**src/hw/rtl/cap_pkg.sv**
```systemverilog
// Shared types, constants and helpers for the comb/all-pass room reverb.
package cap_pkg;

	// Sample and internal widths
	localparam int SAMPLE_W = 24;
	localparam int X_W      = 18;
	localparam int WET_W    = 28;

	// Q0.16 coefficients
	localparam logic signed [11:0] X_GAIN    = 12'sd983;
	localparam logic signed [17:0] DAMP_KEEP = 18'sd42598;
	localparam logic signed [17:0] DAMP_FB   = 18'sd22938;
	localparam logic [15:0]        FB_BASE   = 16'd45875;
	localparam logic [15:0]        FB_SLOPE  = 16'd17039;
	localparam logic [16:0]        SIZE_OFS  = 17'd32768;

	// Configuration register indexes
	localparam logic [1:0] REG_WET_MIX    = 2'd0;
	localparam logic [1:0] REG_ROOM_SIZE  = 2'd1;
	localparam logic [1:0] REG_RATE_RATIO = 2'd2;

	// Queue between front and back
	localparam int Q_DEPTH = 2;

	typedef struct packed {
		logic signed [SAMPLE_W-1:0] s;
		logic signed [X_W-1:0]      x;
		logic                       start;
		logic                       bypass;
	} item_t;

	typedef struct packed {
		logic  push;
		item_t item;
	} q_push_t;

	typedef struct packed {
		logic  empty;
		item_t item;
	} q_stat_t;

	typedef enum logic [2:0] {
		ST_IDLE,
		ST_ISSUE,
		ST_DRAIN,
		ST_AP,
		ST_MUL,
		ST_FIN
	} back_state_t;

	// Base delay lengths at 44.1 kHz
	function automatic logic [10:0] comb_base(input logic [2:0] i);
		logic [10:0] b;
		unique case (i)
			3'd0: b = 11'd1116;
			3'd1: b = 11'd1188;
			3'd2: b = 11'd1277;
			3'd3: b = 11'd1356;
			3'd4: b = 11'd1422;
			3'd5: b = 11'd1491;
			3'd6: b = 11'd1557;
			default: b = 11'd1617;
		endcase
		return b;
	endfunction

	function automatic logic [10:0] ap_base(input logic [1:0] i);
		logic [10:0] b;
		unique case (i)
			2'd0: b = 11'd556;
			2'd1: b = 11'd441;
			2'd2: b = 11'd341;
			default: b = 11'd225;
		endcase
		return b;
	endfunction

	// Saturate to 24 bit signed
	function automatic logic signed [SAMPLE_W-1:0] sat24(input logic signed [47:0] v);
		logic signed [SAMPLE_W-1:0] r;
		if (v > 48'sd8388607) begin
			r = 24'sh7fffff;
		end else if (v < -48'sd8388608) begin
			r = 24'sh800000;
		end else begin
			r = v[SAMPLE_W-1:0];
		end
		return r;
	endfunction

endpackage

```
**src/hw/rtl/cap_queue.sv**
```systemverilog
// Short FIFO between front and back.
module cap_queue import cap_pkg::*; (
	input  logic    clk,
	input  logic    arst_n,
	input  q_push_t qp,
	input  logic    pop,
	output logic    full,
	output q_stat_t qs
);

	localparam int PW = (Q_DEPTH > 1) ? $clog2(Q_DEPTH) : 1;

	item_t         mem_q [Q_DEPTH];
	logic [PW-1:0] wptr_q, rptr_q;
	logic [PW:0]   cnt_q;

	assign full     = (32'(cnt_q) == Q_DEPTH);
	assign qs.empty = (cnt_q == '0);
	assign qs.item  = mem_q[rptr_q];

	always_ff @(posedge clk or negedge arst_n) begin
		if (!arst_n) begin
			wptr_q <= '0;
			rptr_q <= '0;
			cnt_q  <= '0;
		end else begin
			if (qp.push) begin
				wptr_q <= (32'(wptr_q) == Q_DEPTH - 1) ? '0 : wptr_q + PW'(1);
			end
			if (pop) begin
				rptr_q <= (32'(rptr_q) == Q_DEPTH - 1) ? '0 : rptr_q + PW'(1);
			end
			cnt_q <= cnt_q + (PW+1)'(qp.push) - (PW+1)'(pop);
		end
	end

	always_ff @(posedge clk) begin
		if (qp.push) begin
			mem_q[wptr_q] <= qp.item;
		end
	end

endmodule

```
**config.mk**
```make
export PLATFORM = sky130hd
export DESIGN_NAME = cap_queue
export DESIGN_NICKNAME = d
export VERILOG_FILES = /design/src/hw/rtl/cap_pkg.sv /design/src/hw/rtl/cap_queue.sv
export SDC_FILE = /design/constraint.sdc
export NUM_CORES = 1
export LEC_CHECK = 0
export BUFFER_PORTS_ARGS = -buffer_cell sky130_fd_sc_hd__buf_4
export CAP_MARGIN = 40
export CORE_MARGIN = 5
export CORE_UTILIZATION = 36
export DETAILED_ROUTE_END_ITERATION = 8
export SLEW_MARGIN = 30
export SYNTH_ARGS = -nofsm -noshare
export SYNTH_HDL_FRONTEND = slang
export SYNTH_SLANG_ARGS = --single-unit
```
**constraint.sdc**
```tcl
create_clock -name clk -period 2.65 [get_ports clk]
set_input_delay 0.3975 -clock clk [delete_from_list [all_inputs] [get_ports clk]]
set_output_delay 0.3975 -clock clk [all_outputs]
set_load 0.02 [all_outputs]
```
# ---- Word level (Yosys, flattened, before mapping)
# Memories as Yosys holds them, arrays and structs flattened.
# Index checks and enable logic that the tools add are counted.
dict set report word_totals {
  register_bits 4
  ram_bits 88
  memories 1
  out_inout_bits 46
  word_cells 14
  in_bits 48
}
dict set report classes {
  addsub 4
  mux 4
  n_eq_ne 1
  n_reduce_logical 1
}
# name words width read_ports rd_clocked_by_memory_dff write_ports line
set memory_table {}
lappend memory_table {mem_q 2 44 1 0 1 cap_queue.sv:13} ;# item_t mem_q [Q_DEPTH];
# op n
set op_table {}
lappend op_table {{1-bit 2-to-1 mux} 4}
lappend op_table {{1-bit adder (second input constant)} 2}
lappend op_table {{2-bit by 1-bit adder with 2-bit output} 1}
lappend op_table {{2-bit equality test (second input constant)} 1}
lappend op_table {{2-bit zero test} 1}
lappend op_table {{2-bit by 1-bit subtractor with 2-bit output} 1}

# ---- Logic depth before layout (Yosys ltp)
dict set report depth {
  word_depth 2
  mapped_depth 5
  ltp_nobuf 5
}

# ---- Worst setup path after synthesis
# OpenSTA, ideal clock, no wires.
dict set report synth_path {
  path_kind {register to register}
  start {register wptr_q}
  end {memory mem_q[0][0] (netlist name) (enable)}
  setup_ns 0.451
  required_time_ns 2.199
  setup_slack_ns -0.169
  t_arrival_ns 2.369
  path_stages_with_launch 2
  synth_period_minus_slack_ns 2.819
  path_buffers 0
  cell_sequence {dfrtp_1 nor2b_1}
}
# item line
set synth_lines {}
lappend synth_lines {{from (decl)} cap_queue.sv:14} ;# logic [PW-1:0] wptr_q, rptr_q;
lappend synth_lines {{from (signal assigned)} cap_queue.sv:28} ;# wptr_q <= (32'(wptr_q) == Q_DEPTH - 1) ? '0 : wptr_q + PW'(1);
lappend synth_lines {{to (decl)} cap_queue.sv:13}
# No word-level cell before the write port.

==> results.yml <==
run_status:
  outcome: "complete, no violations"
timing:
  finalHoldViolations: 0
  hold_slack_ns: 0.2295
  max_freq_mhz: 492.5
  drv_slew: 0
  worst_pin_slew_ns: 0.4512
  period_minus_slack_ns: 2.030
  setup_viol: 0
  slew_headroom: 0.6985
  rsz0062_at_grt: "false"
  period_share: 0.7662
  fin_skew_ns: 0.009104
  tns_ns: 0
power_and_ir_drop:
  power_density_nw_per_um2: 1055
  total_power_mw: 4.863
  leakagePower_nw: 1.847
  ir_worst_vdd_mv: 0.6175
yosys:
  netlist_area_um2: 3572
  synthCells: 152
  synth_edf_count: 88
  post-synth-top-count-cell: "edfxtp_1"
  synth_top_area_frac: 0.7398
  synth_warnings: 0
  synth_largest_area_cell: "edfxtp_1"
  synth-seq-cells: 92
  synth-async-reset-ratio: 0.04348
  synthTopCellsByCount: "edfxtp_1 (88), mux2_4 (39), mux2_2 (5)"
  syn_area_per_cell_um2: 23.50
  ys.flop_type: "edfxtp_1"
  ys_seq_area_frac: 0.7678
  yosysUniqueCellTypes: 13
  postSynthNetCount: 202
  yosys-top-cells-area: "edfxtp_1 (74%), mux2_4 (16%), dfrtp_1 (2.8%), buf_12 (2.2%), mux2_2 (1.6%)"
detailed_routing:
  vias_per_cell: 4.307
  drt-initial-drc-count: 42
  antenna_left: 0
  num_vias: 1697
  dr.pass1.iters: 4
  drc_errors: 0
  wirelength_um: 6153
  routedWlPerCell_um: 15.62
clock_tree:
  htreeDepth: 3
  cts_root_buf: "clkbuf_8"
  cts_resized: 0
  clkTransAtPathRegs_ns: 0.09
  cts_tree: "yes"
  postCtsSetupBuffers: 0
  cts_hold_buf: 1
  cts_inserted_buffers: 9
  cts.sinks: 92
  cts_buffer_depth: 2
  clkLatencyLatePin_ns: 0.35
critical_path:
  slowest_stage: "mux2_2"
  cpPeakStageDelay_ns: 0.39
  critPathLaunch: "rptr_q"
  critPathMaxFanout: 24
  cp.required_ns: 2.25
  worst_path_most_repeated_cell: "buf_4"
  crit-reg2reg-launch: "wptr_q"
  cp-end-kind: "output pin"
  rrSetupSlack_ns: 1.21
  crit_arrival_ns: 1.63
  critPathKind: "reg -> out"
  crit_path_cell_trace: "buf_4 > mux2_2 > buf_4"
  startpoint_type: "flip-flop"
die:
  core_area_um2: 9729
  die_h_um: 109.6
  die_w_um: 109.6
  start_util: 0.3672
  ios: 94
  fp-row-count: 36
  die-area_um2: 12010
final_layout:
  area_delta_synth_final_pct: 29.07
  fin_nets: 306
  antennaDiodeCount: 0
  drive_gt1_frac: 0.6015
global_routing:
  grt_pass1_vias: 1774
  overflow: 0
  grt_max_degree: 33
  grt_antenna_before_repair: 0
  grt_pass1_wl_um: 9183
  grt_use_total: 0.1051
placement:
  gp_congestion: 0.6772
  dp_hpwl_um: 4150
  port-buffer-count: 93
hold_path:
  hp-start: "qp[5]"
  hold_path_class: "in -> reg"
flow_run:
  maxCapViolCount: 0
==> flip-flops by register name, summed over array words and instances, names as in the netlist <==
signal,count
mem_q,88
cnt_q,2
wptr_q,1
rptr_q,1
==> kinds of logic (layout without fill, tap and decap cells) <==
group / count (synthesis) / after routing / synth area share
DFF: 92 / 92 / 0.7678
and+or+nand+nor: 4 / 4 / 0.006304
adders and majority gates: 2 / 2 / 0.007004
buffers and inverters: 7 / 116 / 0.02767
muxes: 44 / 44 / 0.1797
xor gates and xnor gates: 3 / 3 / 0.01156
==> metrics by stage <==
stage / area (µm²) / util / setup slack, ns / instances
global route: 4611 / 0.4739 / 0.5357 / 394
detailed placement: 4410 / 0.4533 / 0.9682 / 377
floorplan: 3575 / - / 0.6616 / 152
CTS: 4611 / 0.4739 / 0.5682 / 394
finish: 4611 / 0.4739 / 0.6197 / 394
global placement: 4410 / 0.4533 / 0.9831 / 377
==> path summary, 6_finish.rpt <==
| kind | endpoint | cells past startpoint |
|---|---|---|
| min in group asynchronous | cnt_q[0] | 2 |
| max in group asynchronous | rptr_q | 2 |
| worst max register to register | mem_q[1][16] | 2 |
| worst min-delay path | mem_q[1][5] | 1 |
| worst min register to register | wptr_q | 1 |
| worst max-delay path | qs[34] | 3 |
==> layout by cell type, fill, tap and decap left out <==
cell type,Yosys,routed
nor2_1,1,1
xor2_1,2,2
clkinv_1,0,2
clkbuf_8,0,9
mux2_4,39,39
clkinvlp_4,0,1
buf_12,4,2
inv_1,2,2
inv_6,0,2
mux2_2,5,5
buf_4,0,95
dfrtp_2,0,1
dlygate4sd3_1,0,1
nor2b_4,0,1
edfxtp_1,88,88
ha_1,2,2
and2_2,0,1
dfrtp_1,4,3
clkbuf_1,0,1
xor3_1,1,1
bufinv_16,0,1
nor2b_1,2,1
==> critical path, delay by kind of cell, from the launching register on <==
kind / cells / cell delay, ns
buf+inv: 2 / 0.53
flops: 1 / 0.36
mux: 1 / 0.39
==> power breakdown <==
| group | switching [mW] | leakage [nW] | internal [mW] |
|---|---|---|---|
| registers | 0.0815 | 0.872 | 1.93 |
| logic | 0.974 | 0.883 | 0.966 |
| clock network | 0.473 | 0.0924 | 0.437 |
| total | 1.53 | 1.85 | 3.33 |
==> layout make-up <==
type / count / area (µm²)
multi-input cells: 53 / 739.5
inverters: 2 / 7.507
clock buffers: 10 / 127.6
flip-flops and latches: 92 / 2744
fillers: 863 / 5119
clock inverters: 6 / 62.56
well taps: 133 / 166.4
repair buffers: 98 / 763.2
==> metal layers <==
layer	wire length [µm]	share of wire	track usage	up-vias
met3	489	0.079	0.02819	9
met1	2705	0.44	0.1365	822
met5	0	0	0	-
li1	-	-	-	799
met4	104	0.017	0.05343	0
met2	2854	0.46	0.1622	67
(Power assumes the default switching activity.)
