$ cat config.mk
export PLATFORM = sky130hd
export DESIGN_NAME = cap_cfg
export DESIGN_NICKNAME = d
export VERILOG_FILES = /design/src/hw/rtl/cap_pkg.sv /design/src/hw/rtl/cap_cfg.sv
export SDC_FILE = /design/constraint.sdc
export NUM_CORES = 2
export LEC_CHECK = 0
export BUFFER_PORTS_ARGS = -buffer_cell sky130_fd_sc_hd__buf_2
export CAP_MARGIN = 20
export CORE_MARGIN = 1
export CORE_UTILIZATION = 38
export CTS_CLUSTER_DIAMETER = 60
export DETAILED_ROUTE_END_ITERATION = 8
export MAX_ROUTING_LAYER = met4
export PLACE_DENSITY = 0.58
export SLEW_MARGIN = 20
export SYNTH_ARGS = -nofsm -noshare
export SYNTH_HDL_FRONTEND = slang
export SYNTH_SLANG_ARGS = --single-unit
$ cat constraint.sdc
create_clock -name clk -period 17.9 [get_ports clk]
set_input_delay 2.685 -clock clk [delete_from_list [all_inputs] [get_ports clk]]
set_output_delay 2.685 -clock clk [all_outputs]
set_load 0.1 [all_outputs]
$ cat src/hw/rtl/cap_pkg.sv
// Shared types, constants and helpers for the comb/all-pass room reverb.
package cap_pkg;

	// Sample and internal widths
	localparam int SAMPLE_W = 24;
	localparam int X_W      = 18;
	localparam int WET_W    = 28;

	// Q0.16 coefficients
	localparam logic signed [11:0] X_GAIN    = 12'sd983;
	localparam logic signed [17:0] DAMP_KEEP = 18'sd42598;
	localparam logic signed [17:0] DAMP_FB   = 18'sd22938;
	localparam logic [15:0]        FB_BASE   = 16'd45875;
	localparam logic [15:0]        FB_SLOPE  = 16'd17039;
	localparam logic [16:0]        SIZE_OFS  = 17'd32768;

	// Configuration register indexes
	localparam logic [1:0] REG_WET_MIX    = 2'd0;
	localparam logic [1:0] REG_ROOM_SIZE  = 2'd1;
	localparam logic [1:0] REG_RATE_RATIO = 2'd2;

	// Queue between front and back
	localparam int Q_DEPTH = 2;

	typedef struct packed {
		logic signed [SAMPLE_W-1:0] s;
		logic signed [X_W-1:0]      x;
		logic                       start;
		logic                       bypass;
	} item_t;

	typedef struct packed {
		logic  push;
		item_t item;
	} q_push_t;

	typedef struct packed {
		logic  empty;
		item_t item;
	} q_stat_t;

	typedef enum logic [2:0] {
		ST_IDLE,
		ST_ISSUE,
		ST_DRAIN,
		ST_AP,
		ST_MUL,
		ST_FIN
	} back_state_t;

	// Base delay lengths at 44.1 kHz
	function automatic logic [10:0] comb_base(input logic [2:0] i);
		logic [10:0] b;
		unique case (i)
			3'd0: b = 11'd1116;
			3'd1: b = 11'd1188;
			3'd2: b = 11'd1277;
			3'd3: b = 11'd1356;
			3'd4: b = 11'd1422;
			3'd5: b = 11'd1491;
			3'd6: b = 11'd1557;
			default: b = 11'd1617;
		endcase
		return b;
	endfunction

	function automatic logic [10:0] ap_base(input logic [1:0] i);
		logic [10:0] b;
		unique case (i)
			2'd0: b = 11'd556;
			2'd1: b = 11'd441;
			2'd2: b = 11'd341;
			default: b = 11'd225;
		endcase
		return b;
	endfunction

	// Saturate to 24 bit signed
	function automatic logic signed [SAMPLE_W-1:0] sat24(input logic signed [47:0] v);
		logic signed [SAMPLE_W-1:0] r;
		if (v > 48'sd8388607) begin
			r = 24'sh7fffff;
		end else if (v < -48'sd8388608) begin
			r = 24'sh800000;
		end else begin
			r = v[SAMPLE_W-1:0];
		end
		return r;
	endfunction

endpackage

$ cat src/hw/rtl/cap_cfg.sv
// Configuration registers, feedback/mix coefficients and delay length unit.
module cap_cfg import cap_pkg::*; #(
	parameter int NC  = 8,
	parameter int NA  = 4,
	parameter int CD  = 8192,
	parameter int AD  = 2048,
	parameter int CLW = $clog2(CD + 1),
	parameter int ALW = $clog2(AD + 1)
) (
	input  logic           clk,
	input  logic           arst_n,
	input  logic           cfg_valid,
	output logic           cfg_ready,
	input  logic [1:0]     cfg_index,
	input  logic [15:0]    cfg_data,
	output logic           bypass,
	output logic           busy,
	output logic [15:0]    fb,
	output logic [18:0]    mix5,
	output logic [CLW-1:0] comb_len [NC],
	output logic [ALW-1:0] ap_len [NA]
);

	localparam int LCW = $clog2(NC + NA + 1);

	logic [15:0]    wet_mix_q, room_size_q, rate_ratio_q;
	logic           busy_q;
	logic [LCW-1:0] cnt_q;
	logic [32:0]    scale_q;
	logic [15:0]    fb_q;
	logic [18:0]    mix5_q;
	logic           wr;
	logic [LCW-1:0] k;
	logic [10:0]    base;
	logic [43:0]    prod;
	logic [13:0]    raw;
	logic [CLW-1:0] cl;
	logic [ALW-1:0] al;

	assign cfg_ready = 1'b1;
	assign wr        = cfg_valid && (cfg_index == REG_WET_MIX || cfg_index == REG_ROOM_SIZE
		|| cfg_index == REG_RATE_RATIO);
	assign bypass    = (wet_mix_q == 16'd0);
	assign busy      = busy_q;
	assign fb        = fb_q;
	assign mix5      = mix5_q;

	// Register file
	always_ff @(posedge clk or negedge arst_n) begin
		if (!arst_n) begin
			wet_mix_q    <= 16'd0;
			room_size_q  <= 16'd32768;
			rate_ratio_q <= 16'd16384;
		end else if (cfg_valid) begin
			unique case (cfg_index)
				REG_WET_MIX:    wet_mix_q    <= cfg_data;
				REG_ROOM_SIZE:  room_size_q  <= cfg_data;
				REG_RATE_RATIO: rate_ratio_q <= cfg_data;
				default: ;
			endcase
		end
	end

	// Derived coefficients
	always_ff @(posedge clk) begin
		scale_q <= 33'(rate_ratio_q) * 33'(SIZE_OFS + 17'(room_size_q));
		fb_q    <= FB_BASE + 16'((32'(FB_SLOPE) * 32'(room_size_q)) >> 16);
		mix5_q  <= 19'(wet_mix_q) * 19'd5;
	end

	// One length per cycle
	always_comb begin
		k = cnt_q - LCW'(1);
		if (32'(k) < NC) begin
			base = comb_base(3'(k));
		end else begin
			base = ap_base(2'(32'(k) - NC));
		end
		prod = 44'(scale_q) * 44'(base);
		raw  = prod[43:30];
		if (raw == 14'd0) begin
			cl = CLW'(1);
			al = ALW'(1);
		end else begin
			cl = (32'(raw) > CD) ? CLW'(CD) : CLW'(raw);
			al = (32'(raw) > AD) ? ALW'(AD) : ALW'(raw);
		end
	end

	// Length sequencer: restarts on reset and every register write
	always_ff @(posedge clk or negedge arst_n) begin
		if (!arst_n) begin
			busy_q <= 1'b1;
			cnt_q  <= '0;
		end else if (wr) begin
			busy_q <= 1'b1;
			cnt_q  <= '0;
		end else if (busy_q) begin
			if (32'(cnt_q) == NC + NA) begin
				busy_q <= 1'b0;
			end else begin
				cnt_q <= cnt_q + LCW'(1);
			end
		end
	end

	always_ff @(posedge clk) begin
		for (int i = 0; i < NC; i++) begin
			if (busy_q && 32'(cnt_q) == i + 1) begin
				comb_len[i] <= cl;
			end
		end
		for (int i = 0; i < NA; i++) begin
			if (busy_q && 32'(cnt_q) == NC + i + 1) begin
				ap_len[i] <= al;
			end
		end
	end

endmodule

Yosys cells after proc, flatten, opt, wreduce, memory -nomap -nowiden
Index checks and enable logic that the tools add are counted. W data, S select, Z words.

Register bits after elaboration: 281. Output and inout port bits: 198. Input bits: 21. Logic and storage cells: 93.

Add/subtract/negate cells: 5. Reduce and logical (&&, ||, !) cells: 25. Equal/unequal tests: 23. Muxes and demuxes: 13. Multiply operators: 4. Magnitude comparators: 3.

Operators with widths (count): $pmux W10 S7 (1); $mul A33 B11 Y44 (1); $mul A16 B17 Y33 (1); $mul A15 B16 Y31 const A (1); $pmux W10 S3 (1); $mux W14 (2); $mux W12 (2); $eq A4 B4 Y1 const B (5); $mul A16 B3 Y19 const B (1); $add A16 B16 Y17 const A (1); $add A16 B15 Y16 const A (1); $eq A4 B3 Y1 const B (4); $logic_not A16 Y1 (1); $gt A14 B12 Y1 const B (1); $gt A14 B14 Y1 const B (1); $logic_not A14 Y1 (1); $logic_and A1 B1 Y1 (13); $mux W4 (3); $mux W11 (1); $eq A3 B3 Y1 const B (3); $eq A4 B2 Y1 const B (2); $reduce_and A2 Y1 (4); $eq A3 B2 Y1 const B (2); $add A4 B1 Y4 const B (1); 13 further kinds (19).

Longest topological paths before layout
Word-level depth: 9. Gate-level depth with buffers: 35. Mapped depth without buffers: 32.

Worst setup path before layout
Ideal clock, no wire load.

Path kind: register -> register. From: register cnt_q[1]. To: register comb_len[100] in the netlist's numbering (data pin). Required time: 17689 ps. Slack: 9481 ps. Cell stages (with the launch flop): 31. Path buffers: 3. Arrival time: 8209 ps. Cells stage by stage: dfrtp_1 -> buf_2 -> inv_1 -> ha_1 -> nor2b_1 -> a311o_2 -> a221oi_1 -> clkbuf_1 -> nand2_1 -> fa_1 -> fa_1 -> inv_1 -> fa_1 -> fa_1 -> inv_1 -> fa_1 -> inv_1 -> ha_1 -> a2111oi_0 -> o21ai_1 -> and4_1 -> a211o_1 -> a211oi_2 -> a31oi_2 -> or4_1 -> o311a_1 -> and2_0 -> buf_2 -> and4_4 -> a211o_4 -> nor3_2.

Word-level cells in the longest chain between the ends: 9. Elaborated cells between the ends (all ways): 21.

Ends and longest elaborated chain: from (decl) (RTL line cap_cfg.sv:28) `logic [LCW-1:0] cnt_q;`; from (signal assigned) (RTL line cap_cfg.sv:102) `cnt_q <= cnt_q + LCW'(1);`; $sub A4 B1 Y4 (*) (RTL line cap_cfg.sv:73) `k = cnt_q - LCW'(1);`; $sub A2 B1 Y2 (RTL line cap_cfg.sv:77) `base = ap_base(2'(32'(k) - NC));`; $eq A2 B2 Y1 (tied with other cells) (RTL line cap_pkg.sv:69) `unique case (i)`; $pmux W10 S3 (RTL line cap_pkg.sv:69); $mux W11 (*) (RTL line cap_cfg.sv:74) `if (32'(k) < NC) begin`; $mul A33 B11 Y44 (*) (RTL line cap_cfg.sv:79) `prod = 44'(scale_q) * 44'(base);`; $gt A14 B14 Y1 (RTL line cap_cfg.sv:85) `cl = (32'(raw) > CD) ? CLW'(CD) : CLW'(raw);`; $mux W14 (RTL line cap_cfg.sv:85); $mux W14 (*) (RTL line cap_cfg.sv:81) `if (raw == 14'd0) begin`; named net cl[2] (RTL line cap_cfg.sv:37) `logic [CLW-1:0] cl;`; to (signal, indexed assignment) (RTL line cap_cfg.sv:110) `comb_len[i] <= cl;`; to (decl) (RTL line cap_cfg.sv:20) `output logic [CLW-1:0] comb_len [NC],`.

The timed path passes the listed nets; every way through them passes the cells marked *. A chain may end at the register's enable or synchronous reset.

Worst setup path in the final report
From: register cnt_q[1]. To: register comb_len[20] in the netlist's numbering (data pin).

The elaborated chain is that of the path after synthesis.

==> Implementation_results.wiki <==
{| class="wikitable"
! Metric !! Value
|-
| Total wirelength of the detailed-routed design || 75.9 mm
|-
| Xor and xnor area share after synthesis || 2.10%
|-
| Total negative setup slack || 0 ns
|-
| Dominant cell type by area after synthesis || sky130_fd_sc_hd__fa_1
|-
| Kind of cell adding the most delay to the critical path || adder cells
|-
| Largest incremental delay on the critical path || 0.57 ns
|-
| Number of antenna violations at the first check in global routing || 1
|-
| Post-Route Utilization || 42.6%
|-
| Crit path buffers/inverters || 4
|-
| Number of maximum-capacitance constraint violations || 0
|-
| Post-route clock period utilization || 55.2%
|-
| Count of synthesis-stage warnings from yosys || 0
|-
| Worst setup EP type || flop
|-
| Pins over their slew limit || 0
|-
| DP Wirelength || 59.6 mm
|-
| Clock Tree Buf Depth || 3
|-
| Startpoint of the worst hold path || room_size_q[8]$_DFFE_PN0P_
|-
| Post-synthesis share of cell area spent on and, or, nand and nor gates || 13.4%
|-
| Crit Path Category || flop to flop
|-
| Clock tree from TritonCTS || built
|-
| Cts bufs inserted || 34
|-
| Most prevalent standard cell on the critical path || sky130_fd_sc_hd__fa_1
|-
| Via Count || 22,102
|-
| Mux contribution to synthesized area || 1.97%
|-
| Wirelength per Cell || 16.7 um
|-
| GR met2 Demand/Resource || 31.0%
|-
| Cell with the most instances after synthesis || sky130_fd_sc_hd__inv_1
|-
| Overall die width || 296 um
|-
| Vertical die dimension || 296 um
|-
| Average cell area after synthesis || 10.2 um2
|-
| Count of input and output buffers || 217
|-
| Count of routing violations after the opening detailed-route iteration || 1,059
|-
| Hold Buf Count CTS || 0
|-
| Data arrival time of the worst path || 10.17 ns
|-
| Highest achievable clock rate || 0.101 GHz
|-
| Post-synth top area share || 32.9%
|-
| Effective utilization at floorplan || 38.5%
|-
| Count of cell types in the netlist || 87
|-
| Clock root buffer || sky130_fd_sc_hd__clkbuf_16
|-
| Largest net degree at the start of global routing || 54
|-
| Crit path launch || cnt_q[1]$_DFFE_PN0P_
|-
| CTS H-Tree Depth || 2
|-
| I/O pin count || 219
|-
| Cell types with the largest area share after synthesis || sky130_fd_sc_hd__fa_1 (33%), sky130_fd_sc_hd__edfxtp_1 (15%), sky130_fd_sc_hd__ha_1 (13%)
|-
| Complex-gate fraction of the synthesized area || 5.51%
|-
| Final routed DRC violation total || 0
|-
| Post-Synthesis Cells || 3,221
|-
| Wire length of the first global-routing pass || 125 mm
|-
| Dominant combinational cell family by area after synthesis || adder cells
|-
| Met3 track demand over resource || 2.44%
|-
| Critical path required time || 18.19 ns
|-
| Layout Nets || 4,270
|-
| Pin slew with the least headroom to its limit || 0.927 ns
|-
| Die footprint || 87,800 um2
|-
| Adder and majority cell fraction of the synthesized area || 45.4%
|-
| Crit path launch type || flop
|-
| Reg-to-reg startpoint || cnt_q[1]$_DFFE_PN0P_
|-
| Vias in the first global route || 23,370
|-
| Post-synthesis async set-or-reset flop share || 18.9%
|-
| Status || completed
|-
| Total count of hold-check failures in the final report || 0
|-
| Vias per std cell || 4.86
|-
| Placeable core area || 85,400 um2
|-
| Commonest cells post-synth || sky130_fd_sc_hd__inv_1 (624), sky130_fd_sc_hd__fa_1 (541), sky130_fd_sc_hd__nand2_1 (439)
|-
| Clock Latency Late Sink || 0.56 ns
|-
| Count of nets left with antenna violations after detail routing || 0
|-
| Final min period || 9.88 ns
|-
| Area of the mapped netlist || 32,900 um2
|-
| Grt total ovfl || 0
|-
| Count of standard-cell rows || 107
|-
| Minimum setup slack among reg-to-reg paths || 8.02 ns
|-
| Master of the slowest instance on the critical path || sky130_fd_sc_hd__ha_1
|-
| Register bit total from synthesis || 281
|-
| Layout cells sized above 1 || 11.7%
|-
| Worst hold path type || flop to flop
|-
| Post-CTS clock slew at the launch and capture registers of the worst setup and hold paths || 0.06 ns
|-
| Sequential fraction of the synthesis area || 22.8%
|-
| Final GP Congestion || 0.827
|-
| Dominant synthesized flop cell || sky130_fd_sc_hd__edfxtp_1
|-
| Number of gates resized after cts || 0
|-
| Met1 Track Usage GR || 23.6%
|-
| Unrepaired setup endpoints after global routing || no
|-
| Setup fix buffers added after clock tree synthesis || 0
|-
| Clk_skew || 0.0263 ns
|-
| Area Growth Syn to Fin || 10.5%
|-
| Layer with the highest usage after global routing || met2
|-
| Global-route usage over all layers || 18.4%
|-
| TritonCTS Sinks || 281
|-
| Number of synthesized flops with an enable pin || 160
|-
| Length of the first detailed-routing pass in iterations || 5
|-
| Maximum fanout along the worst path || 19
|-
| Setup-violating endpoint count in the final report || 0
|-
| Max-slew headroom at the worst pin || 38.2%
|}
## stage by stage
| stage | hold WS (ns) | area (um2) | cells | setup WS, ns |
|---|---|---|---|---|
| detailed placement | 0.495 | 35300 | 4487 | 8.04 |
| global route | 0.526 | 36400 | 4550 | 7.19 |
| global placement | 0.489 | 35300 | 4487 | 8.19 |
| CTS | 0.508 | 36400 | 4549 | 8.01 |
| floorplan | 0.391 | 32900 | 3224 | 9.48 |
| finish | 0.504 | 36400 | 4550 | 8.02 |
## logic make-up (layout without fill, tap and decap cells)
group	count (synthesis)	count (layout)
muxes	58	58
adders and majority gates	870	870
other	2	6
AOI/OAI and AO/OA	265	265
buffers and inverters	762	943
xor gates and xnor gates	79	79
DFF	281	281
and+or+nand+nor	904	904
## placed cells by master (no fill, tap or decap), drive strengths merged, types with 50 or more instances in the layout
master and n:
a21oi 78, dfxtp 68, inv 629, edfxtp 160, ha 329, dfrtp 50, buf 257, mux2 53
fa 541, xnor2 54, nand2 439, and2 241, nor2 85
## per-layer routing
layer  vias to the layer above  wire (um)
li1                      10365          -
met1                     11137      33400
met2                       508      36900
met3                        92       4210
met4                         0       1480
met5                         -          0
## flip-flops by register name, indices dropped and copies added (netlist names)
signal,flops
ap_len,48
cnt_q,4
scale_q,33
busy,1
room_size_q,16
wet_mix_q,16
comb_len,112
fb,16
mix5,19
rate_ratio_q,16
## worst paths after layout
check,endpoint,cells past startpoint
hold reg to reg,room_size_q[8]$_DFFE_PN0P_,1
min in group asynchronous,wet_mix_q[15]$_DFFE_PN0P_,2
setup / recovery,comb_len[20]$_DFFE_PP_,29
setup reg to reg,comb_len[20]$_DFFE_PP_,29
max in group asynchronous,room_size_q[0]$_DFFE_PN0P_,2
hold / removal,room_size_q[8]$_DFFE_PN0P_,1
## final cells by class
cell class | count | area, um2
clock inverters | 18 | 193
flip-flops and latches | 281 | 7500
multi-input cells | 2181 | 22600
repair buffers | 257 | 1390
fillers | 8359 | 49000
inverters | 624 | 2340
well taps | 1144 | 1430
clock buffers | 44 | 908
diodes | 1 | 2.50
## worst reg2reg max path, delay by kind of cell (launching register included)
| kind | cells | cell delay, ns |
|---|---|---|
| XOR/XNOR | 1 | 0.34 |
| adder cells (fa/ha/maj) | 7 | 3.18 |
| buffers and inverters | 4 | 0.78 |
| AND/OR/NAND/NOR | 8 | 2.43 |
| AO/OA/AOI/OAI | 9 | 2.37 |
| flip-flops | 1 | 0.52 |
Power is left out: the tool's default activity adds up to more than one toggle a clock period on the data nets, which glitch-free logic cannot reach.
