==> src/hw/rtl/cap_pkg.sv <==
// Shared types, constants and helpers for the comb/all-pass room reverb.
package cap_pkg;

	// Sample and internal widths
	localparam int SAMPLE_W = 24;
	localparam int X_W      = 18;
	localparam int WET_W    = 28;

	// Q0.16 coefficients
	localparam logic signed [11:0] X_GAIN    = 12'sd983;
	localparam logic signed [17:0] DAMP_KEEP = 18'sd42598;
	localparam logic signed [17:0] DAMP_FB   = 18'sd22938;
	localparam logic [15:0]        FB_BASE   = 16'd45875;
	localparam logic [15:0]        FB_SLOPE  = 16'd17039;
	localparam logic [16:0]        SIZE_OFS  = 17'd32768;

	// Configuration register indexes
	localparam logic [1:0] REG_WET_MIX    = 2'd0;
	localparam logic [1:0] REG_ROOM_SIZE  = 2'd1;
	localparam logic [1:0] REG_RATE_RATIO = 2'd2;

	// Queue between front and back
	localparam int Q_DEPTH = 2;

	typedef struct packed {
		logic signed [SAMPLE_W-1:0] s;
		logic signed [X_W-1:0]      x;
		logic                       start;
		logic                       bypass;
	} item_t;

	typedef struct packed {
		logic  push;
		item_t item;
	} q_push_t;

	typedef struct packed {
		logic  empty;
		item_t item;
	} q_stat_t;

	typedef enum logic [2:0] {
		ST_IDLE,
		ST_ISSUE,
		ST_DRAIN,
		ST_AP,
		ST_MUL,
		ST_FIN
	} back_state_t;

	// Base delay lengths at 44.1 kHz
	function automatic logic [10:0] comb_base(input logic [2:0] i);
		logic [10:0] b;
		unique case (i)
			3'd0: b = 11'd1116;
			3'd1: b = 11'd1188;
			3'd2: b = 11'd1277;
			3'd3: b = 11'd1356;
			3'd4: b = 11'd1422;
			3'd5: b = 11'd1491;
			3'd6: b = 11'd1557;
			default: b = 11'd1617;
		endcase
		return b;
	endfunction

	function automatic logic [10:0] ap_base(input logic [1:0] i);
		logic [10:0] b;
		unique case (i)
			2'd0: b = 11'd556;
			2'd1: b = 11'd441;
			2'd2: b = 11'd341;
			default: b = 11'd225;
		endcase
		return b;
	endfunction

	// Saturate to 24 bit signed
	function automatic logic signed [SAMPLE_W-1:0] sat24(input logic signed [47:0] v);
		logic signed [SAMPLE_W-1:0] r;
		if (v > 48'sd8388607) begin
			r = 24'sh7fffff;
		end else if (v < -48'sd8388608) begin
			r = 24'sh800000;
		end else begin
			r = v[SAMPLE_W-1:0];
		end
		return r;
	endfunction

endpackage

==> src/hw/rtl/cap_front.sv <==
// Front end: accepts input beats, scales the comb input and classifies bypass.
module cap_front import cap_pkg::*; (
	input  logic                       in_valid,
	output logic                       in_stall,
	input  logic signed [SAMPLE_W-1:0] sample_in,
	input  logic                       start_req,
	input  logic                       busy,
	input  logic                       bypass,
	input  logic                       q_full,
	output q_push_t                    qp
);

	logic signed [34:0] xp;

	always_comb begin
		in_stall       = busy | q_full;
		xp             = 35'(sample_in) * 35'(X_GAIN);
		qp.push        = in_valid & ~in_stall;
		qp.item.s      = sample_in;
		qp.item.x      = X_W'(xp >>> 16);
		qp.item.start  = start_req;
		qp.item.bypass = bypass;
	end

endmodule

==> config.mk <==
export PLATFORM = sky130hd
export DESIGN_NAME = cap_front
export DESIGN_NICKNAME = d
export VERILOG_FILES = /design/src/hw/rtl/cap_pkg.sv /design/src/hw/rtl/cap_front.sv
export SDC_FILE = /design/constraint.sdc
export NUM_CORES = 1
export LEC_CHECK = 0
export BUFFER_PORTS_ARGS = -buffer_cell sky130_fd_sc_hd__buf_4
export CAP_MARGIN = 20
export CELL_PAD_IN_SITES_DETAIL_PLACEMENT = 1
export CELL_PAD_IN_SITES_GLOBAL_PLACEMENT = 2
export CORE_AREA = 2 2 117 142
export DETAILED_ROUTE_END_ITERATION = 8
export DIE_AREA = 0 0 119 144
export PLACE_DENSITY = 0.9
export SLEW_MARGIN = 20
export SYNTH_ARGS = -nofsm -noshare
export SYNTH_HDL_FRONTEND = slang
export SYNTH_SLANG_ARGS = --single-unit
==> constraint.sdc <==
create_clock -name vclk -period 10.9
set_clock_uncertainty 0.15 [all_clocks]
set_input_delay 1.635 -clock vclk [all_inputs]
set_output_delay 1.635 -clock vclk [all_outputs]
set_load 0.01 [all_outputs]
Word-level counts from Yosys, hierarchy flattened
Index checks and enable logic that the tools add are counted.

word-level totals
  word-level logic and storage cells = 4
  output and inout port bits = 46
  register bits after elaboration = 0
  input port bits = 29

operators by class
  multiply operators = 1
  bitwise logic cells = 3

operators with widths
  kind                    count
  $mul 24x11->34 const B  1
  $and 1x1->1             1
  $not 1->1               1
  $or 1x1->1              1

Logic depth before layout (Yosys ltp)
Gate-level depths: netlist (run 1).

  depth after elaboration = 3
  depth in mapped cells = 18

Least setup slack after synthesis (run 1)
No wires, ideal clock.

  kind = input to output
  start = in sample_in[5]
  end = out qp[13] (netlist name)
  path slack = 3321 ps
  stages = 16
  required time = 9115 ps
  buffers on the path = 0
  data arrival time = 5794 ps
  path through = ha_1 > fa_1 > inv_1 > fa_1 > inv_1 > fa_1 > inv_1 > fa_1 > inv_1 > ha_1 > nand4_1 > a221o_1 > a211o_1 > a21oi_2 > nor4b_1 > a311oi_1

RTL lines
  element          line             text
  start, declared  cap_front.sv:5   input logic signed [SAMPLE_W-1:0] sample_in,
  end, declared    cap_front.sv:10  output q_push_t qp

==> results of run 1 <==
==> cell type report <==
class                           instances  area, sq um  share of cell area
Tap cell                              212        265.3             0.03746
Multi-Input combinational cell        478         5514              0.7786
Timing Repair Buffer                   71        533.0             0.07527
Inverter                              205        769.5              0.1087
==> metal layers <==
metal | part of all wire | up-vias | routed length, um
li1 | - | 2293 | -
met1 | 0.38 | 2479 | 6225
met2 | 0.58 | 83 | 9431
met3 | 0.020 | 28 | 322
met4 | 0.022 | 0 | 363
met5 | 0 | - | 0
==> stage by stage <==
| step | instance area, sq um | instances | util |
|---|---|---|---|
| after global placement | 7082 | 966 | 0.4457 |
| after detailed placement | 7082 | 966 | 0.4457 |
| after floorplan | 6507 | 715 | - |
| after global routing | 7082 | 966 | 0.4457 |
| final | 7082 | 966 | 0.4457 |
| after CTS | 7082 | 966 | 0.4457 |
==> cell usage in the layout (no fill, tap or decap), drive strengths merged, types with 6 or more instances in the layout <==
master | synthesis | layout
a21o | 6 | 6
a21oi | 34 | 34
buf | 30 | 71
fa | 130 | 130
ha | 117 | 117
inv | 205 | 205
nand2 | 29 | 29
nand4 | 6 | 6
nor2 | 24 | 24
nor3 | 7 | 7
o21ai | 23 | 23
xnor2 | 13 | 13
xor2 | 15 | 15
==> logic make-up (layout without fill, tap and decap cells) <==
| family | Yosys count | after routing | share of synthesized area |
|---|---|---|---|
| fa+ha+maj | 247 | 247 | 0.6249 |
| buf+inv | 237 | 276 | 0.1527 |
| xor+xnor | 28 | 28 | 0.03769 |
| mux | 3 | 3 | 0.004807 |
| compound gates | 98 | 98 | 0.1009 |
| simple gates | 102 | 102 | 0.07902 |
==> worst min-delay path by stage <==
stage | end | depth (start not counted) | slack (ps)
floorplan | qp[44] | 2 | 3210
global placement | qp[1] | 0 | 3120
detailed placement | qp[1] | 0 | 3120
CTS | qp[1] | 0 | 3120
global route | qp[0] | 0 | 3120
finish | qp[1] | 0 | 3120
==> critical path, delay by kind of cell <==
family	cells	cell delay [ps]
fa+ha+maj	6	2790
compound gates	4	1260
buf+inv	6	550
simple gates	2	180
==> results.py, run 1 <==
metrics = {
    "critical_path": {
        "endpoint_kind": "primary output",
        "max_stage_delay_ps": 550,
        "critPathLaunch": "sample_in[5]",
        "crit_required_ps": 9120,
        "slowest_stage": "fa_1",
        "critPathMaxFanout": 7,
        "arrival_ps": 6430,
        "path_cells": "buf_4 > ha_1 > fa_1 > inv_1 > fa_1 > inv_1 > fa_1 > inv_1 > fa_1 > inv_1 > ha_1 > nand4_1 > a221o_1 > a211o_1 > a21oi_4 > nor2_2 > o311ai_2 > buf_4",
        "startpoint_type": "input pin",
        "crit_path_end": "qp[6]",
        "critical_path_class": "in -> out",
    },
    "logic_synthesis": {
        "yosys.area.top_type_share": 0.3999,
        "ys_seq_area_frac": 0,
        "syn_avg_cell_area_sq_um": 9.101,
        "syn_area_sq_um": 6507,
        "syn-num-nets": 991,
        "synth.area.top_cells": "fa_1 (40%), ha_1 (22%), inv_1 (12%)",
        "ys.warnings.count": 0,
        "synth_area_leader_cell": "fa_1",
        "ys_top_cells_by_count": "inv_1 (205), fa_1 (130), ha_1 (117)",
        "synthCells": 715,
        "synth_most_common_cell": "inv_1",
        "yosys.cell_types.count": 58,
    },
    "placement": {
        "io_buffers": 71,
        "dp_hpwl_um": 15180,
        "gp_congestion": 0.8582,
        "pre_cts_ws_ps": 2721,
    },
    "final_layout": {
        "drive_gt1_frac": 0.1141,
        "nNetsFinal": 1032,
        "diodes": 0,
        "area_growth_pct": 8.825,
        "nFlopsAndLatches": 0,
        "fill_cells": 1867,
        "regArea_sq_um": 0,
        "num-clock-buffers": 0,
    },
    "floorplan": {
        "fp.dieW_um": 119,
        "pin_count": 75,
        "die_h_um": 144,
        "initial_core_util": 0.4096,
        "rows": 51,
        "design.die.area_sq_um": 17140,
        "fp.coreArea_sq_um": 15890,
    },
    "sta": {
        "setup_tns_ps": 0,
        "setup_violations": 0,
        "post-route-period-util": 0.7538,
        "period_minus_slack_ps": 8216,
        "rsz0062_at_grt": "no",
        "tightest_slew_ps": 479.6,
        "fin_hold_ws_ps": 3120,
        "slew_headroom": 0.6769,
        "clock.fmax_mhz": 121.7,
        "slew_viol_final": 0,
        "layout_setup_ws_ps": 2684,
        "hold_violations": 0,
    },
    "grt": {
        "grt_pass1_wl_um": 27780,
        "met3_usage": 0.009464,
        "track_usage": 0.1994,
        "overflow": 0,
        "met1_usage": 0.2238,
        "grt_pass1_vias": 5735,
        "grt_use_met2": 0.4105,
        "antenna_found_initial": 0,
        "grt_start_max_net_pins": 32,
        "busiest_layer": "met2",
    },
    "outcome": {
        "status": "finished clean",
    },
    "route": {
        "viasPerCell": 5.055,
        "dr.pass1.iters": 4,
        "wl_um": 16340,
        "post-route-drc-count": 0,
        "wl_per_cell_um": 16.92,
        "vias": 4883,
        "detail-route-antenna-nets": 0,
        "drt_iter0_markers": 97,
    },
    "flow_run": {
        "max-cap-violations": 0,
    },
    "clocking": {
        "cts-resized-gates": 0,
        "postCtsSetupBuffers": 0,
        "holdBufCountCts": 0,
    },
    "hold_path": {
        "min_path_type": "in -> out",
        "min_from": "start_req",
    },
}
Power of run 1 is not shown: default switching activity piles up to over one toggle a cycle in this logic, so the estimate is an artifact.
==> inputs of run 2 (changes only) <==
ABC_AREA = 1   (was unset)
CORE_AREA = 2 2 130 157   (was 2 2 117 142)
DIE_AREA = 0 0 132 159   (was 0 0 119 144)
PLACE_DENSITY = 0.85   (was 0.9)
clock period = 8.49 ns   (was 10.9 ns; I/O delays follow)
==> results.py, run 2 <==
metrics = {
    "grt": {
        "track_usage": 0.1793,
        "antenna_found_initial": 0,
        "grt_pass1_vias": 6398,
        "grt_pass1_wl_um": 30790,
        "overflow": 0,
        "grt_start_max_net_pins": 32,
    },
    "final_layout": {
        "drive_gt1_frac": 0.08678,
        "nNetsFinal": 1269,
        "diodes": 0,
        "nFlopsAndLatches": 0,
        "mostFrequentLayoutCells": "inv_1 (307), nand2_1 (218), fa_1 (130)",
        "mostFrequentLayoutCell": "inv_1",
        "num-clock-buffers": 0,
        "area_growth_pct": 9.321,
        "regArea_sq_um": 0,
        "fill_cells": 2498,
    },
    "sta": {
        "post-route-period-util": 0.8232,
        "hold_violations": 0,
        "period_minus_slack_ps": 6989,
        "clock.fmax_mhz": 143.1,
        "slew_viol_final": 0,
        "rsz0062_at_grt": "no",
        "setup_violations": 0,
        "tightest_slew_ps": 393.7,
        "slew_headroom": 0.7376,
        "setup_tns_ps": 0,
    },
    "critical_path": {
        "crit_family": "adder cells",
        "max_stage_delay_ps": 540,
        "crit_required_ps": 7070,
        "startpoint_type": "input pin",
        "cp.buffers_inverters": 6,
        "path_cells": "buf_4 > ha_1 > fa_1 > inv_1 > fa_1 > inv_1 > fa_1 > inv_1 > fa_1 > inv_1 > ha_1 > nand2_1 > nor2_1 > nand3_1 > nand3b_1 > nand2_1 > nand2_1 > xor2_1 > buf_4",
        "slowest_stage": "fa_1",
        "critPathMaxFanout": 7,
        "critical_path_class": "in -> out",
        "arrival_ps": 5570,
        "endpoint_kind": "primary output",
    },
    "hold_path": {
        "min_path_type": "in -> out",
    },
    "floorplan": {
        "fp.dieW_um": 132,
        "design.die.area_sq_um": 20990,
        "rows": 56,
        "die_h_um": 159,
        "pin_count": 75,
        "fp.coreArea_sq_um": 19410,
        "initial_core_util": 0.3645,
    },
    "logic_synthesis": {
        "synth.area.top_cells": "fa_1 (37%), ha_1 (21%), inv_1 (16%)",
        "yosys.cell_types.count": 27,
        "synth_most_common_cell": "inv_1",
        "ys_seq_area_frac": 0,
        "syn_avg_cell_area_sq_um": 7.470,
        "synthCells": 947,
        "yosys.area.top_type_share": 0.3679,
        "synth_area_leader_cell": "fa_1",
        "syn_area_sq_um": 7074,
        "syn-num-nets": 1223,
        "ys_top_cells_by_count": "inv_1 (307), nand2_1 (218), fa_1 (130)",
        "ys.warnings.count": 0,
    },
    "route": {
        "drt_iter0_markers": 94,
        "wl_um": 17690,
        "wl_per_cell_um": 14.13,
        "detail-route-antenna-nets": 0,
        "dr.pass1.iters": 4,
        "vias": 5550,
        "viasPerCell": 4.433,
        "post-route-drc-count": 0,
    },
    "outcome": {
        "status": "finished clean",
    },
    "clocking": {
        "holdBufCountCts": 0,
        "postCtsSetupBuffers": 0,
        "cts-resized-gates": 0,
    },
    "placement": {
        "dp_hpwl_um": 16920,
        "io_buffers": 71,
        "gp_congestion": 0.8375,
    },
    "flow_run": {
        "max-cap-violations": 0,
    },
}
## run 2: cell types whose count changed in the layout (fill, tap and decap cells not counted), moves of 4 or more
| cell | delta |
|---|---|
| a21oi_1 | -11 |
| a31oi_1 | -4 |
| inv_1 | +102 |
| nand2_1 | +189 |
| nand2_2 | +5 |
| nand3_1 | +20 |
| nor2_1 | +19 |
| nor3b_1 | -5 |
| nor4_1 | -4 |
| o21ai_0 | -15 |
| or3_1 | -5 |
| xnor2_1 | -8 |
## run 2: layout make-up
class,count,area [sq um],share of cell area
Tap cell,261,326.6,0.04223
Inverter,308,1156,0.1495
Multi-Input combinational cell,612,5718,0.7394
Timing Repair Buffer,71,533.0,0.06892
## run 2: final timing paths
kind | from | to | cells past startpoint
setup / recovery | sample_in[5] | qp[6] | 19
hold / removal | bypass | qp[0] | 0
## run 2: cells by family (layout without fill, tap and decap cells)
logic type,count (synthesis),after routing,synth area share
AO/OA/AOI/OAI,34,34,0.02777
adder cells (fa/ha/maj),247,247,0.5748
AND/OR/NAND/NOR,309,309,0.1785
XOR/XNOR,22,22,0.02724
buffers and inverters,335,379,0.1917
## run 2: through the flow
step / utilization / hold WS (ps) / cells / worst slack (ps) / area, sq um
global route: 0.3985 / 2397 / 1252 / 1146 / 7734
floorplan: - / 2484 / 947 / 2196 / 7074
CTS: 0.3985 / 2397 / 1252 / 1417 / 7734
global placement: 0.3985 / 2397 / 1252 / 1477 / 7734
detailed placement: 0.3985 / 2397 / 1252 / 1421 / 7734
finish: 0.3985 / 2397 / 1252 / 1501 / 7734
## run 2: layer usage
layer  global-route usage  vias to the layer above  part of all wire
met2               0.3859                       56              0.59
met5                    0                        -                 0
met4              0.02915                        0             0.021
li1                     -                     2787                 -
met1               0.1924                     2685              0.38
met3             0.002229                       22            0.0095
Power of run 2 is left out for the same reason.
==> inputs of run 3 (changes only) <==
CORE_AREA = 2 2 137 166   (was 2 2 130 157)
DIE_AREA = 0 0 139 168   (was 0 0 132 159)
PLACE_DENSITY = 0.81   (was 0.85)
clock period = 5.8 ns   (was 8.49 ns; I/O delays follow)
==> results.py, run 3 (synthesis results as in run 2) <==
metrics = {
    "outcome": {
        "status": "finished, violations left",
        "violations": "negative setup slack",
    },
    "critical_path": {
        "endpoint_kind": "primary output",
        "startpoint_type": "input pin",
        "cp_common_cell": "fa_1",
        "critical_path_class": "in -> out",
        "path_cells": "buf_4 > ha_1 > inv_1 > fa_1 > inv_2 > fa_1 > fa_1 > inv_2 > fa_1 > inv_2 > ha_4 > nand2_4 > inv_1 > nand2_1 > nand2_2 > nand3b_1 > nand2_1 > nand2_2 > xor2_2 > buf_4",
        "critPathMaxFanout": 5,
        "arrival_ps": 4780,
        "max_stage_delay_ps": 550,
        "cp.buffers_inverters": 7,
        "crit_family": "adder cells",
        "crit_required_ps": 4780,
        "slowest_stage": "fa_1",
    },
    "route": {
        "drt_iter0_markers": 93,
        "wl_um": 20670,
        "detail-route-antenna-nets": 0,
        "dr.pass1.iters": 4,
        "post-route-drc-count": 0,
        "viasPerCell": 4.428,
        "wl_per_cell_um": 15.03,
        "vias": 6088,
    },
    "placement": {
        "placed_area_sq_um": 8439,
        "io_buffers": 71,
        "dp_hpwl_um": 17970,
        "gp_congestion": 0.8444,
        "pre_cts_ws_ps": -301.5,
        "dp_cells": 1361,
    },
    "final_layout": {
        "regArea_sq_um": 0,
        "area_growth_pct": 40.24,
        "diodes": 0,
        "nFlopsAndLatches": 0,
        "fin_area_sq_um": 9921,
        "num-clock-buffers": 0,
        "drive_gt1_frac": 0.3932,
        "nNetsFinal": 1374,
        "finalNonFillerCells": 1375,
        "mostFrequentLayoutCell": "inv_1",
        "mostFrequentLayoutCells": "inv_1 (263), buf_4 (149), nand2_1 (140)",
    },
    "sta": {
        "setup_violations": 1,
        "rsz0062_at_grt": "yes",
        "slew_headroom": 0.8198,
        "clock.fmax_mhz": 172.3,
        "fin_hold_ws_ps": 1590,
        "post-route-period-util": 1.001,
        "slew_viol_final": 0,
        "layout_setup_ws_ps": -4.946,
        "period_minus_slack_ps": 5805,
        "tightest_slew_ps": 270.3,
        "hold_violations": 0,
    },
    "floorplan": {
        "fp.dieW_um": 139,
        "rows": 60,
        "die_h_um": 168,
        "pin_count": 75,
        "initial_core_util": 0.3227,
        "fp.coreArea_sq_um": 21920,
        "design.die.area_sq_um": 23350,
    },
    "clocking": {
        "holdBufCountCts": 0,
    },
    "grt": {
        "antenna_found_initial": 0,
        "overflow": 0,
        "grt_start_max_net_pins": 15,
        "grt_pass1_vias": 7126,
        "track_usage": 0.1802,
        "grt_pass1_wl_um": 34360,
    },
    "hold_path": {
        "min_path_type": "in -> out",
    },
    "flow_run": {
        "max-cap-violations": 0,
    },
}
[run 3: changes by cell type in the layout (fill, tap and decap cells not counted), moves of 13 or more]
cell,delta
fa_1,-13
nand2_4,+18
fa_2,+13
nor2_1,-19
ha_4,+48
nand2_2,+60
inv_2,+40
inv_1,-44
nand2_1,-78
ha_1,-53
buf_4,+78
buf_6,+23
[run 3: stage by stage]
step,setup TNS (ps),utilization
final,-4.946,0.4526
after global routing,-1974,0.4526
after CTS,-54.47,0.4209
after detailed placement,-3148,0.3850
after global placement,-2423,0.3850
after floorplan,0,-
[run 3: area by class of cell]
class	count	area (sq um)
Multi-Input combinational cell	612	6958
Fill cell	2639	12000
Inverter	308	1166
Timing Repair Buffer	176	1448
Tap cell	279	349.1
[run 3: routing by layer]
layer  track usage  wire (um)  vias up  share of wire
met5             0          0        -              0
met2        0.4012      12580       58           0.61
met1        0.1867       7429     3021           0.36
met3      0.001706        192       20         0.0093
li1              -          -     2989              -
met4       0.02415        468        0          0.023
[run 3: what timing repair did]
item | CTS | global route
gates resized for setup | 143 | 181
setup endpoints to repair | 18 | 18
buffers inserted | 7 | 7
pin swaps | 57 | 124
[run 3: worst paths after layout]
kind	to	cells past startpoint	slack [ps]	from
worst max-delay path	qp[6]	20	-5	sample_in[6]
worst min-delay path	qp[0]	0	1590	bypass
Power of run 3 is left out for the same reason.
